<file path="src/rtl/button_debounce_press_classifier_unit_defines.svh">
// Assertion macros shared by the button classifier RTL.
`ifndef BUTTON_DEBOUNCE_PRESS_CLASSIFIER_UNIT_DEFINES_SVH
`define BUTTON_DEBOUNCE_PRESS_CLASSIFIER_UNIT_DEFINES_SVH

// Same-cycle implication, checked outside reset.
`define BDPC_ASSERT_IMP(lbl, clk, rst, ante, cons, msg) \
   lbl: assert property (@(posedge clk) disable iff (rst) (ante) |-> (cons)) \
      else $error(msg);

// Next-cycle implication, checked outside reset.
`define BDPC_ASSERT_NXT(lbl, clk, rst, ante, cons, msg) \
   lbl: assert property (@(posedge clk) disable iff (rst) (ante) |=> (cons)) \
      else $error(msg);

`endif

</file>
<file path="src/rtl/bdpc_pkg.sv">
// Shared types and constants for the button debounce and press classifier.
package bdpc_pkg;

   localparam int TIME_W    = 32;
   localparam int CFG_W     = 16;
   localparam int CSR_IDX_W = 8;

   // Register indexes on the configuration channel
   localparam logic [CSR_IDX_W-1:0] CSR_DEBOUNCE   = 8'd0;
   localparam logic [CSR_IDX_W-1:0] CSR_LONG_PRESS = 8'd1;

   // Register reset values
   localparam logic [CFG_W-1:0] DEBOUNCE_RST   = 16'd50;
   localparam logic [CFG_W-1:0] LONG_PRESS_RST = 16'd2000;

   // Pin levels (active-low button)
   localparam logic LEVEL_RELEASED = 1'b1;
   localparam logic LEVEL_PRESSED  = 1'b0;

   // One input sample
   typedef struct packed {
      logic              raw_level;
      logic [TIME_W-1:0] now_ms;
      logic              display_awake;
      logic              config_mode;
      logic              charging_active;
   } req_type;

   // One classification result
   typedef struct packed {
      logic stable_level;
      logic short_press;
      logic long_press;
      logic wake_display;
      logic reset_timeout;
      logic switch_page;
      logic toggle_config;
   } rsp_type;

endpackage

</file>
<file path="src/rtl/bdpc_ifs.sv">
// Channel interfaces: sample input, result output and register writes.
interface bdpc_req_if;
   logic                            valid;
   logic                            ready;
   logic                            raw_level;
   logic [bdpc_pkg::TIME_W-1:0]     now_ms;
   logic                            display_awake;
   logic                            config_mode;
   logic                            charging_active;

   modport source (output valid, raw_level, now_ms, display_awake, config_mode,
                   charging_active, input ready);
   modport sink   (input valid, raw_level, now_ms, display_awake, config_mode,
                   charging_active, output ready);
endinterface

interface bdpc_rsp_if;
   logic valid;
   logic ready;
   logic stable_level;
   logic short_press;
   logic long_press;
   logic wake_display;
   logic reset_timeout;
   logic switch_page;
   logic toggle_config;

   modport source (output valid, stable_level, short_press, long_press, wake_display,
                   reset_timeout, switch_page, toggle_config, input ready);
   modport sink   (input valid, stable_level, short_press, long_press, wake_display,
                   reset_timeout, switch_page, toggle_config, output ready);
endinterface

interface bdpc_csr_if;
   logic                               valid;
   logic                               ready;
   logic [bdpc_pkg::CSR_IDX_W-1:0]     index;
   logic [bdpc_pkg::CFG_W-1:0]         data;

   modport source (output valid, index, data, input ready);
   modport sink   (input valid, index, data, output ready);
endinterface

</file>
<file path="src/rtl/button_debounce_press_classifier_unit.sv">
// Top level: debounces an active-low button and classifies short and long presses.
//
// Channels:
//   req_ch  samples: pin level, 32-bit ms timestamp, display/config/charging flags.
//   rsp_ch  one result per sample: debounced level and press/request flags.
//   csr_ch  register writes: index 0 debounce_ms, index 1 long_press_ms;
//           always ready, other indexes are ignored. Write only while idle.
// Timing:
//   A sample is taken into the input register; the classifier then updates
//   its state and loads the result register, which drives rsp valid and the
//   rsp beat. One sample per cycle is sustained while rsp is ready; the only
//   loop is the state update feeding the next sample.
// Stall:
//   While rsp is held (valid, not ready) the result and the input register
//   hold; req_ready drops once the input register is also occupied.
// Reset:
//   Synchronous, active high. Pipeline is emptied, registers return to
//   debounce_ms 50 and long_press_ms 2000, button state to released.
`include "button_debounce_press_classifier_unit_defines.svh"

module button_debounce_press_classifier_unit (
   input logic       clock,
   input logic       reset,
   bdpc_req_if.sink   req_ch,
   bdpc_rsp_if.source rsp_ch,
   bdpc_csr_if.sink   csr_ch
);

   // configuration registers
   logic [bdpc_pkg::CFG_W-1:0]  debounce_ms_ff;
   logic [bdpc_pkg::CFG_W-1:0]  long_press_ms_ff;

   // button state
   logic                        last_raw_ff,  last_raw_in;
   logic                        debounced_ff, debounced_in;
   logic [bdpc_pkg::TIME_W-1:0] last_change_ff, last_change_in;
   logic [bdpc_pkg::TIME_W-1:0] press_start_ff, press_start_in;
   logic                        long_done_ff, long_done_in;

   // input stage and result stage
   logic                        s1_valid_ff;
   bdpc_pkg::req_type           s1_data_ff;
   logic                        out_valid_ff;
   bdpc_pkg::rsp_type           out_data_ff, out_data_in;

   logic                        out_load;
   logic                        s1_load;

   // pipeline flow
   assign out_load      = s1_valid_ff && (!out_valid_ff || rsp_ch.ready);
   assign req_ch.ready  = !s1_valid_ff || out_load;
   assign s1_load       = req_ch.valid && req_ch.ready;
   assign csr_ch.ready  = 1'b1;

   // register writes
   always_ff @(posedge clock) begin
      if (reset) begin
         debounce_ms_ff   <= bdpc_pkg::DEBOUNCE_RST;
         long_press_ms_ff <= bdpc_pkg::LONG_PRESS_RST;
      end else if (csr_ch.valid) begin
         unique case (csr_ch.index)
            bdpc_pkg::CSR_DEBOUNCE:   debounce_ms_ff   <= csr_ch.data;
            bdpc_pkg::CSR_LONG_PRESS: long_press_ms_ff <= csr_ch.data;
            default: ;
         endcase
      end
   end

   // input register
   always_ff @(posedge clock) begin
      if (reset) begin
         s1_valid_ff <= 1'b0;
      end else if (req_ch.ready) begin
         s1_valid_ff <= req_ch.valid;
      end
   end

   always_ff @(posedge clock) begin
      if (s1_load) begin
         s1_data_ff.raw_level       <= req_ch.raw_level;
         s1_data_ff.now_ms          <= req_ch.now_ms;
         s1_data_ff.display_awake   <= req_ch.display_awake;
         s1_data_ff.config_mode     <= req_ch.config_mode;
         s1_data_ff.charging_active <= req_ch.charging_active;
      end
   end

   // classifier: next state and result for the sample in the input register
   always_comb begin
      logic                        lvl;
      logic                        changed;
      logic                        stable;
      logic                        accept;
      logic                        new_press;
      logic [bdpc_pkg::TIME_W-1:0] since_change;
      logic [bdpc_pkg::TIME_W-1:0] held;
      logic                        ld_mid;
      logic                        fire;

      lvl          = s1_data_ff.raw_level;
      changed      = (lvl != last_raw_ff);
      // a fresh change leaves zero elapsed time, which is never beyond the window
      since_change = changed ? '0 : (s1_data_ff.now_ms - last_change_ff);
      stable       = (since_change > {{(bdpc_pkg::TIME_W-bdpc_pkg::CFG_W){1'b0}},
                                      debounce_ms_ff});
      accept       = stable && (lvl != debounced_ff);
      new_press    = accept && (lvl == bdpc_pkg::LEVEL_PRESSED);

      last_raw_in    = lvl;
      last_change_in = changed ? s1_data_ff.now_ms : last_change_ff;
      debounced_in   = accept ? lvl : debounced_ff;
      press_start_in = new_press ? s1_data_ff.now_ms : press_start_ff;
      ld_mid         = new_press ? 1'b0 : long_done_ff;

      out_data_in               = '0;
      out_data_in.stable_level  = debounced_in;

      // release without a long press: short press
      if (accept && (lvl == bdpc_pkg::LEVEL_RELEASED) && !long_done_ff &&
          !s1_data_ff.charging_active) begin
         out_data_in.short_press = 1'b1;
         if (!s1_data_ff.display_awake) begin
            out_data_in.wake_display = 1'b1;
         end else if (!s1_data_ff.config_mode) begin
            out_data_in.reset_timeout = 1'b1;
            out_data_in.switch_page   = 1'b1;
         end
      end

      // hold time measured from press start; zero when the press starts now
      held = new_press ? '0 : (s1_data_ff.now_ms - press_start_ff);
      fire = stable && (debounced_in == bdpc_pkg::LEVEL_PRESSED) && !ld_mid &&
             (held >= {{(bdpc_pkg::TIME_W-bdpc_pkg::CFG_W){1'b0}}, long_press_ms_ff});

      long_done_in = fire ? 1'b1 : ld_mid;
      if (fire && !s1_data_ff.charging_active) begin
         out_data_in.long_press    = 1'b1;
         out_data_in.toggle_config = 1'b1;
         if (!s1_data_ff.display_awake) begin
            out_data_in.wake_display = 1'b1;
         end
      end
   end

   // state update, one sample per result beat
   always_ff @(posedge clock) begin
      if (reset) begin
         last_raw_ff    <= bdpc_pkg::LEVEL_RELEASED;
         debounced_ff   <= bdpc_pkg::LEVEL_RELEASED;
         last_change_ff <= '0;
         press_start_ff <= '0;
         long_done_ff   <= 1'b0;
      end else if (out_load) begin
         last_raw_ff    <= last_raw_in;
         debounced_ff   <= debounced_in;
         last_change_ff <= last_change_in;
         press_start_ff <= press_start_in;
         long_done_ff   <= long_done_in;
      end
   end

   // result register
   always_ff @(posedge clock) begin
      if (reset) begin
         out_valid_ff <= 1'b0;
      end else if (!out_valid_ff || rsp_ch.ready) begin
         out_valid_ff <= s1_valid_ff;
      end
   end

   always_ff @(posedge clock) begin
      if (out_load) begin
         out_data_ff <= out_data_in;
      end
   end

   assign rsp_ch.valid         = out_valid_ff;
   assign rsp_ch.stable_level  = out_data_ff.stable_level;
   assign rsp_ch.short_press   = out_data_ff.short_press;
   assign rsp_ch.long_press    = out_data_ff.long_press;
   assign rsp_ch.wake_display  = out_data_ff.wake_display;
   assign rsp_ch.reset_timeout = out_data_ff.reset_timeout;
   assign rsp_ch.switch_page   = out_data_ff.switch_page;
   assign rsp_ch.toggle_config = out_data_ff.toggle_config;

   // checks
   `BDPC_ASSERT_IMP(a_press_kinds_exclusive, clock, reset, out_valid_ff,
                    !(out_data_ff.short_press && out_data_ff.long_press),
                    "short and long press in one beat")
   `BDPC_ASSERT_IMP(a_toggle_needs_long, clock, reset,
                    out_valid_ff && out_data_ff.toggle_config, out_data_ff.long_press,
                    "config toggle without long press")
   `BDPC_ASSERT_IMP(a_page_needs_short, clock, reset,
                    out_valid_ff && out_data_ff.switch_page,
                    out_data_ff.short_press && out_data_ff.reset_timeout,
                    "page switch without short press")
   `BDPC_ASSERT_IMP(a_level_tracks_state, clock, reset, out_valid_ff,
                    (out_data_ff.stable_level == debounced_ff) &&
                    (!out_data_ff.long_press || long_done_ff),
                    "result disagrees with button state")
   `BDPC_ASSERT_NXT(a_stage_holds, clock, reset,
                    s1_valid_ff && out_valid_ff && !rsp_ch.ready,
                    s1_valid_ff && out_valid_ff,
                    "pipeline dropped a sample under stall")

endmodule

</file>
<file path="src/flat_wrapper.sv">
// flat-port wrapper written by rule: the top's interface ports become plain ports
module button_debounce_press_classifier_unit_flat 
  (clock, reset, req_ch_valid, req_ch_raw_level, req_ch_now_ms, req_ch_display_awake, req_ch_config_mode, req_ch_charging_active, req_ch_ready, rsp_ch_valid, rsp_ch_stable_level, rsp_ch_short_press, rsp_ch_long_press, rsp_ch_wake_display, rsp_ch_reset_timeout, rsp_ch_switch_page, rsp_ch_toggle_config, rsp_ch_ready, csr_ch_valid, csr_ch_index, csr_ch_data, csr_ch_ready);
  bdpc_req_if req_ch_i ();
  bdpc_rsp_if rsp_ch_i ();
  bdpc_csr_if csr_ch_i ();
  input logic clock;
  input logic reset;
  input wire logic [$bits(req_ch_i.valid)-1:0] req_ch_valid;
  input wire logic [$bits(req_ch_i.raw_level)-1:0] req_ch_raw_level;
  input wire logic [$bits(req_ch_i.now_ms)-1:0] req_ch_now_ms;
  input wire logic [$bits(req_ch_i.display_awake)-1:0] req_ch_display_awake;
  input wire logic [$bits(req_ch_i.config_mode)-1:0] req_ch_config_mode;
  input wire logic [$bits(req_ch_i.charging_active)-1:0] req_ch_charging_active;
  output wire logic [$bits(req_ch_i.ready)-1:0] req_ch_ready;
  output wire logic [$bits(rsp_ch_i.valid)-1:0] rsp_ch_valid;
  output wire logic [$bits(rsp_ch_i.stable_level)-1:0] rsp_ch_stable_level;
  output wire logic [$bits(rsp_ch_i.short_press)-1:0] rsp_ch_short_press;
  output wire logic [$bits(rsp_ch_i.long_press)-1:0] rsp_ch_long_press;
  output wire logic [$bits(rsp_ch_i.wake_display)-1:0] rsp_ch_wake_display;
  output wire logic [$bits(rsp_ch_i.reset_timeout)-1:0] rsp_ch_reset_timeout;
  output wire logic [$bits(rsp_ch_i.switch_page)-1:0] rsp_ch_switch_page;
  output wire logic [$bits(rsp_ch_i.toggle_config)-1:0] rsp_ch_toggle_config;
  input wire logic [$bits(rsp_ch_i.ready)-1:0] rsp_ch_ready;
  input wire logic [$bits(csr_ch_i.valid)-1:0] csr_ch_valid;
  input wire logic [$bits(csr_ch_i.index)-1:0] csr_ch_index;
  input wire logic [$bits(csr_ch_i.data)-1:0] csr_ch_data;
  output wire logic [$bits(csr_ch_i.ready)-1:0] csr_ch_ready;
  assign req_ch_i.valid = req_ch_valid;
  assign req_ch_i.raw_level = req_ch_raw_level;
  assign req_ch_i.now_ms = req_ch_now_ms;
  assign req_ch_i.display_awake = req_ch_display_awake;
  assign req_ch_i.config_mode = req_ch_config_mode;
  assign req_ch_i.charging_active = req_ch_charging_active;
  assign req_ch_ready = req_ch_i.ready;
  assign rsp_ch_valid = rsp_ch_i.valid;
  assign rsp_ch_stable_level = rsp_ch_i.stable_level;
  assign rsp_ch_short_press = rsp_ch_i.short_press;
  assign rsp_ch_long_press = rsp_ch_i.long_press;
  assign rsp_ch_wake_display = rsp_ch_i.wake_display;
  assign rsp_ch_reset_timeout = rsp_ch_i.reset_timeout;
  assign rsp_ch_switch_page = rsp_ch_i.switch_page;
  assign rsp_ch_toggle_config = rsp_ch_i.toggle_config;
  assign rsp_ch_i.ready = rsp_ch_ready;
  assign csr_ch_i.valid = csr_ch_valid;
  assign csr_ch_i.index = csr_ch_index;
  assign csr_ch_i.data = csr_ch_data;
  assign csr_ch_ready = csr_ch_i.ready;
  button_debounce_press_classifier_unit u_core (.clock(clock), .reset(reset), .req_ch(req_ch_i), .rsp_ch(rsp_ch_i), .csr_ch(csr_ch_i));
endmodule
</file>
<file path="config.mk">
export PLATFORM = sky130hd
export DESIGN_NAME = button_debounce_press_classifier_unit_flat
export DESIGN_NICKNAME = d
export VERILOG_FILES = /design/src/rtl/bdpc_pkg.sv /design/src/rtl/bdpc_ifs.sv /design/src/rtl/button_debounce_press_classifier_unit.sv /design/src/flat_wrapper.sv
export VERILOG_INCLUDE_DIRS = /design/src /design/src/rtl
export SDC_FILE = /design/constraint.sdc
export NUM_CORES = 1
export LEC_CHECK = 0
export BUFFER_PORTS_ARGS = -buffer_cell sky130_fd_sc_hd__buf_2
export CORE_ASPECT_RATIO = 1.4
export CORE_MARGIN = 2
export CORE_UTILIZATION = 35
export CTS_CLUSTER_DIAMETER = 120
export DETAILED_ROUTE_END_ITERATION = 8
export MAX_ROUTING_LAYER = met4
export PLACE_DENSITY_LB_ADDON = 0.2
export SKIP_CTS_REPAIR_TIMING = 1
export SLEW_MARGIN = 15
export SYNTH_ARGS = -nofsm -noshare
export SYNTH_HDL_FRONTEND = slang
export SYNTH_SLANG_ARGS = --single-unit
</file>
<file path="constraint.sdc">
create_clock -name clock -period 6.2 [get_ports clock]
set_clock_uncertainty 0.05 [all_clocks]
set_input_delay 0.31 -clock clock [delete_from_list [all_inputs] [get_ports clock]]
set_output_delay 0.31 -clock clock [all_outputs]
set_load 0.01 [all_outputs]
</file>
# After elaboration in Yosys (flattened, before gate mapping)
# Index checks and enable logic that the tools add are counted.
[totals]
regBits = 144
elab_cells = 67
[op_classes]
magnitude_cmp = 2
eq_ne = 3
addsub = 2
n_reduce_logical = 24
bitwise_logic = 2
mux = 13
[ops]
columns = ["cell", "count"]
rows = [
  ["2-to-1 mux 32 bit", 2],
  ["subtractor 32 bit", 2],
  ["greater-or-equal comparator 32 x 16 -> 1 bit", 1],
  ["greater-than comparator 32 x 16 -> 1 bit", 1],
  ["logical AND 1 bit", 11],
  ["AND reduction 2 bit", 5],
  ["== test 8 x 1 -> 1 bit (second input constant)", 1],
  ["zero test 8 bit", 1],
  ["2-to-1 mux 1 bit", 7],
  ["2-to-1 mux 2 bit", 3],
  ["zero test 1 bit", 5],
  ["2-to-1 mux 3 bit", 1],
  ["logical OR 1 bit", 2],
  ["inequality test 1 bit", 2],
  ["inverter 1 bit", 2],
]

# Logic depth before layout (Yosys ltp)
[logic_depth]
word_depth = 11
mapped_depth = 38
depth_no_buf = 36

# Least setup slack after synthesis
# OpenSTA, ideal clock, no wires.
[synth_timing]
path_type = "reg2reg"
from = "register u_core.s1_data_ff[4] (netlist bit)"
to = "register u_core.out_data_ff, in the netlist u_core.rsp_ch.wake_display, data pin"
t_arrival_ns = 6.168
stages_incl_launch_ff = 36
setup_slack_ns = -0.277
path_cell_list = "edfxtp_1 ha_1 nor2b_1 o31a_1 o21ai_0 nand2b_1 nand2_1 o21ai_0 a21boi_0 o21ai_0 xnor2_1 nor2_1 ha_1 nand4_1 nand3b_1 or2_2 a21bo_2 a211oi_1 o2111ai_1 nor4_1 o21ai_1 and3b_1 buf_2 or2_1 ha_1 nand2b_1 a21o_1 a211oi_1 o21ai_0 a21oi_1 and3_1 nand4_1 nor4_1 nand4_1 nand4b_1 a21oi_1"
[synth_lines]
columns = ["element", "line_no", "rtl"]
rows = [
  ["start: declaration", "button_debounce_press_classifier_unit.sv:42", "bdpc_pkg::req_type s1_data_ff;"],
  ["end signal: assignment", "button_debounce_press_classifier_unit.sv:173", "out_data_ff <= out_data_in;"],
  ["end: declaration", "button_debounce_press_classifier_unit.sv:44", "bdpc_pkg::rsp_type out_data_ff, out_data_in;"],
]

==> impl_results.md <==
* First-pass GRT wire length at 50.31 mm
* Initial DRC count at 529
* Max Clk Rate at 141.2 MHz
* Most common cell after layout, fill and taps aside: nand2_1
* Syn_nets at 1437
* Vias/cell at 5.260
* Mean Syn Cell Area at 7.902 um2
* Worst hold slack at 0.01735 ns
* Rel. slew slack at 26.23%
* Root buffer selected by CTS: clkbuf_16
* CP max stage delay at 0.43 ns
* Final Hold Fails at 0
* Placed standard-cell area at 0.01164 mm2
* # nets final at 1627
* # diodes at 0
* Remaining antenna violation count after routing at 0
* Leakage at 0.005160 uW
* Crit-path leading delay family: simple AND/OR/NAND/NOR gates
* CP required at 6.33 ns
* PwrDens at 232.0 mW/mm2
* Cells after Synth at 1276
* Die area at 0.03020 mm2
* Synthesis-to-layout area growth at 25.45%
* Number of fill cells in the layout at 2867
* Post-synth EDFFs at 41
* Via count at 9752
* Global Route Usage Sum at 22.03%
* Layout cells sized above 1 at 18.32%
* H-Tree Level Count at 4
* Clock sink count at 142
* HPWL after detailed placement at 25.27 mm
* Die Width at 147.5 um
* Worst Path Max Fanout at 15
* Post-route DRC at 0
* RSZ-0062 raised after global routing: yes
* Port Buffers at 73
* Initial Utilization at 35.50%
* CTS tree: done
* Fin crit share at 114.2%
* Post-synthesis sequential area ratio at 32.26%
* Drt total wl at 32.10 mm
* Setup crit end kind: register
* Area of the mapped netlist at 0.01008 mm2
* Run status: finished, violations left
* TritonCTS Buffers at 17
* CTS max path bufs at 2
* Largest net degree at the start of global routing at 102
* Core Region at 0.02841 mm2
* Peak supply drop at 176.7 uV
* Slowest CP cell: edfxtp_1
* Pins Over Slew Limit at 0
* Die Y at 204.8 um
* Final Cell Area at 0.01265 mm2
* Worst Setup Start Kind: register
* GRT overflow at 0
* Vias in the first global route at 9350
* Synth unique cells at 78
* Worst Path Buf+Inv at 2
* Syn. warnings at 0
* Final setup viols at 3
* Worst-Margin Slew at 1.106 ns
* Tmin final at 7.081 ns
* Initial antenna violation count at 0
* # rows at 73
* Asr flop ratio synth at 0%
* Clk slew on worst S/H paths at 0.07 ns
* Max Cap Violations at 0
* Number of synthesized register bits at 142
* Predominant post-synthesis flop cell: dfxtp_1
* WP data arrival at 7.21 ns
* Hold Path Class: input port to register
* Global placement routability congestion at 0.9256
* Failing checks: negative setup slack
* Drt wl/cell at 17.31 um
* Drt pass-1 iters at 5
* Final WS setup at -0.8809 ns
* Clk Latency, worst-skew pair at 0.44 ns
* Critical path class: register to register
* Num ports at 75
* Most frequent cells in the layout: nand2_1 (156), a21oi_1 (146), buf_4 (127)
path summary, 6_finish.rpt:
check	from	endpoint	slack (ns)	cells past startpoint
worst max-delay path	u_core.s1_data_ff[4]$_DFFE_PP_	u_core.rsp_ch.wake_display$_DFFE_PP_	-0.88	35
worst max register to register	u_core.s1_data_ff[4]$_DFFE_PP_	u_core.rsp_ch.wake_display$_DFFE_PP_	-0.88	35
worst min-delay path	req_ch_now_ms[2]	u_core.s1_data_ff[5]$_DFFE_PP_	0.02	1
worst min register to register	u_core.last_change_ff[25]$_SDFFE_PP0P_	u_core.last_change_ff[25]$_SDFFE_PP0P_	0.41	2
routing by layer:
| metal | up-vias | global-route usage [%] | wire length [um] |
|---|---|---|---|
| met1 | 4549 | 24.59 | 13320 |
| met2 | 222 | 39.79 | 16610 |
| met4 | 0 | 8.654 | 1110 |
| met5 | - | - | 0 |
| met3 | 56 | 2.851 | 1068 |
| li1 | 4925 | - | - |
worst reg2reg max path, delay by kind of cell, from the launching register on:
family,cells,cell delay (ns)
DFF,1,0.43
and+or+nand+nor,15,2.79
AOI/OAI and AO/OA,14,2.26
buffers and inverters,2,0.30
adders and majority gates,3,0.84
xor gates and xnor gates,1,0.14
layout make-up:
class                   count  area [um2]  share of cell area, %
well taps                 375       469.2                  3.709
repair buffers            225        1585                  12.53
multi-input cells         966        6290                  49.72
clock inverters            15       198.9                  1.573
inverters                 114       427.9                  3.383
clock buffers              17       425.4                  3.363
flip-flops and latches    142        3253                  25.72
kinds of logic (layout without fill, tap and decap cells):
family                     Yosys count  in the layout  synth area share, %
AOI/OAI and AO/OA                  369            369                22.41
xor gates and xnor gates            40             40                3.474
adders and majority gates           96             96                12.06
buffers and inverters              168            371                6.490
DFF                                142            142                32.26
muxes                               31             31                3.102
other                                1              1              0.03719
and+or+nand+nor                    429            429                20.16
synth_stat cells, types with 3 or more instances:
cell type | count | area, um2
inv_1 | 114 | 427.9
buf_2 | 10 | 50.05
and3b_1 | 3 | 26.28
a311oi_1 | 4 | 35.03
nand2_1 | 157 | 589.3
a211o_1 | 15 | 131.4
nand4b_1 | 4 | 35.03
buf_4 | 3 | 22.52
xor2_1 | 23 | 201.4
o21ai_0 | 47 | 235.2
clkbuf_1 | 40 | 150.1
edfxtp_1 | 41 | 1231
mux2i_1 | 29 | 290.3
and4_1 | 4 | 35.03
a221oi_1 | 3 | 26.28
o31a_1 | 3 | 26.28
nor4_1 | 12 | 75.07
a21oi_1 | 150 | 750.7
o21ai_1 | 35 | 175.2
or3_1 | 4 | 25.02
o21a_1 | 16 | 120.1
or2_1 | 3 | 18.77
nor3b_1 | 6 | 45.04
nor3_1 | 26 | 130.1
a2111oi_0 | 3 | 26.28
nor2_1 | 107 | 401.6
and2_1 | 6 | 37.54
o211ai_1 | 9 | 67.56
o2111ai_1 | 4 | 35.03
nand4_1 | 19 | 118.9
a31oi_1 | 7 | 43.79
nor2b_1 | 11 | 68.82
a211oi_1 | 11 | 82.58
nand3b_1 | 3 | 22.52
o21bai_1 | 4 | 30.03
a21o_1 | 22 | 165.2
nand3_1 | 27 | 135.1
o31ai_1 | 7 | 52.55
dfxtp_1 | 101 | 2022
a21boi_0 | 3 | 22.52
ha_1 | 94 | 1176
nand2b_1 | 13 | 81.33
and3_1 | 11 | 68.82
xnor2_1 | 17 | 148.9
metrics by stage:
step           utilization (%)  TNS [ns]  std cells  setup WS, ns  power, uW
2_1_floorplan                -         0       1276       0.02320       1528
3_3_place_gp             40.99    -2.000       1793       -0.7551       1815
3_5_place_dp             40.99    -2.808       1793        -1.023       1818
4_1_cts                  43.19    -2.922       1825        -1.060       2916
5_1_grt                  44.53    -3.572       1854        -1.282       3091
6_report                 44.53    -2.353       1854       -0.8809       2935
report_power, final:
group	total [uW]	leakage (uW)	internal, uW	switching [uW]
Combinational	826	0.00363	356	470
Sequential	1020	0.00122	992	23.1
Clock	1090	0.000306	617	477
Total	2940	0.00516	1970	970
flip-flops by register name, summed over array words and instances (netlist names):
signal	count
u_core.debounced_ff	1
u_core.debounce_ms_ff	16
u_core.rsp_ch.valid	1
u_core.rsp_ch.wake_display	1
u_core.long_press_ms_ff	16
u_core.rsp_ch.short_press	1
u_core.last_raw_in	1
u_core.s1_valid_ff	1
u_core.rsp_ch.toggle_config	1
u_core.last_change_ff	32
u_core.long_done_ff	1
u_core.press_start_ff	32
u_core.s1_data_ff	35
u_core.rsp_ch.stable_level	1
u_core.rsp_ch.switch_page	1
u_core.last_raw_ff	1
Note: power is estimated with default switching activity, not from simulation.
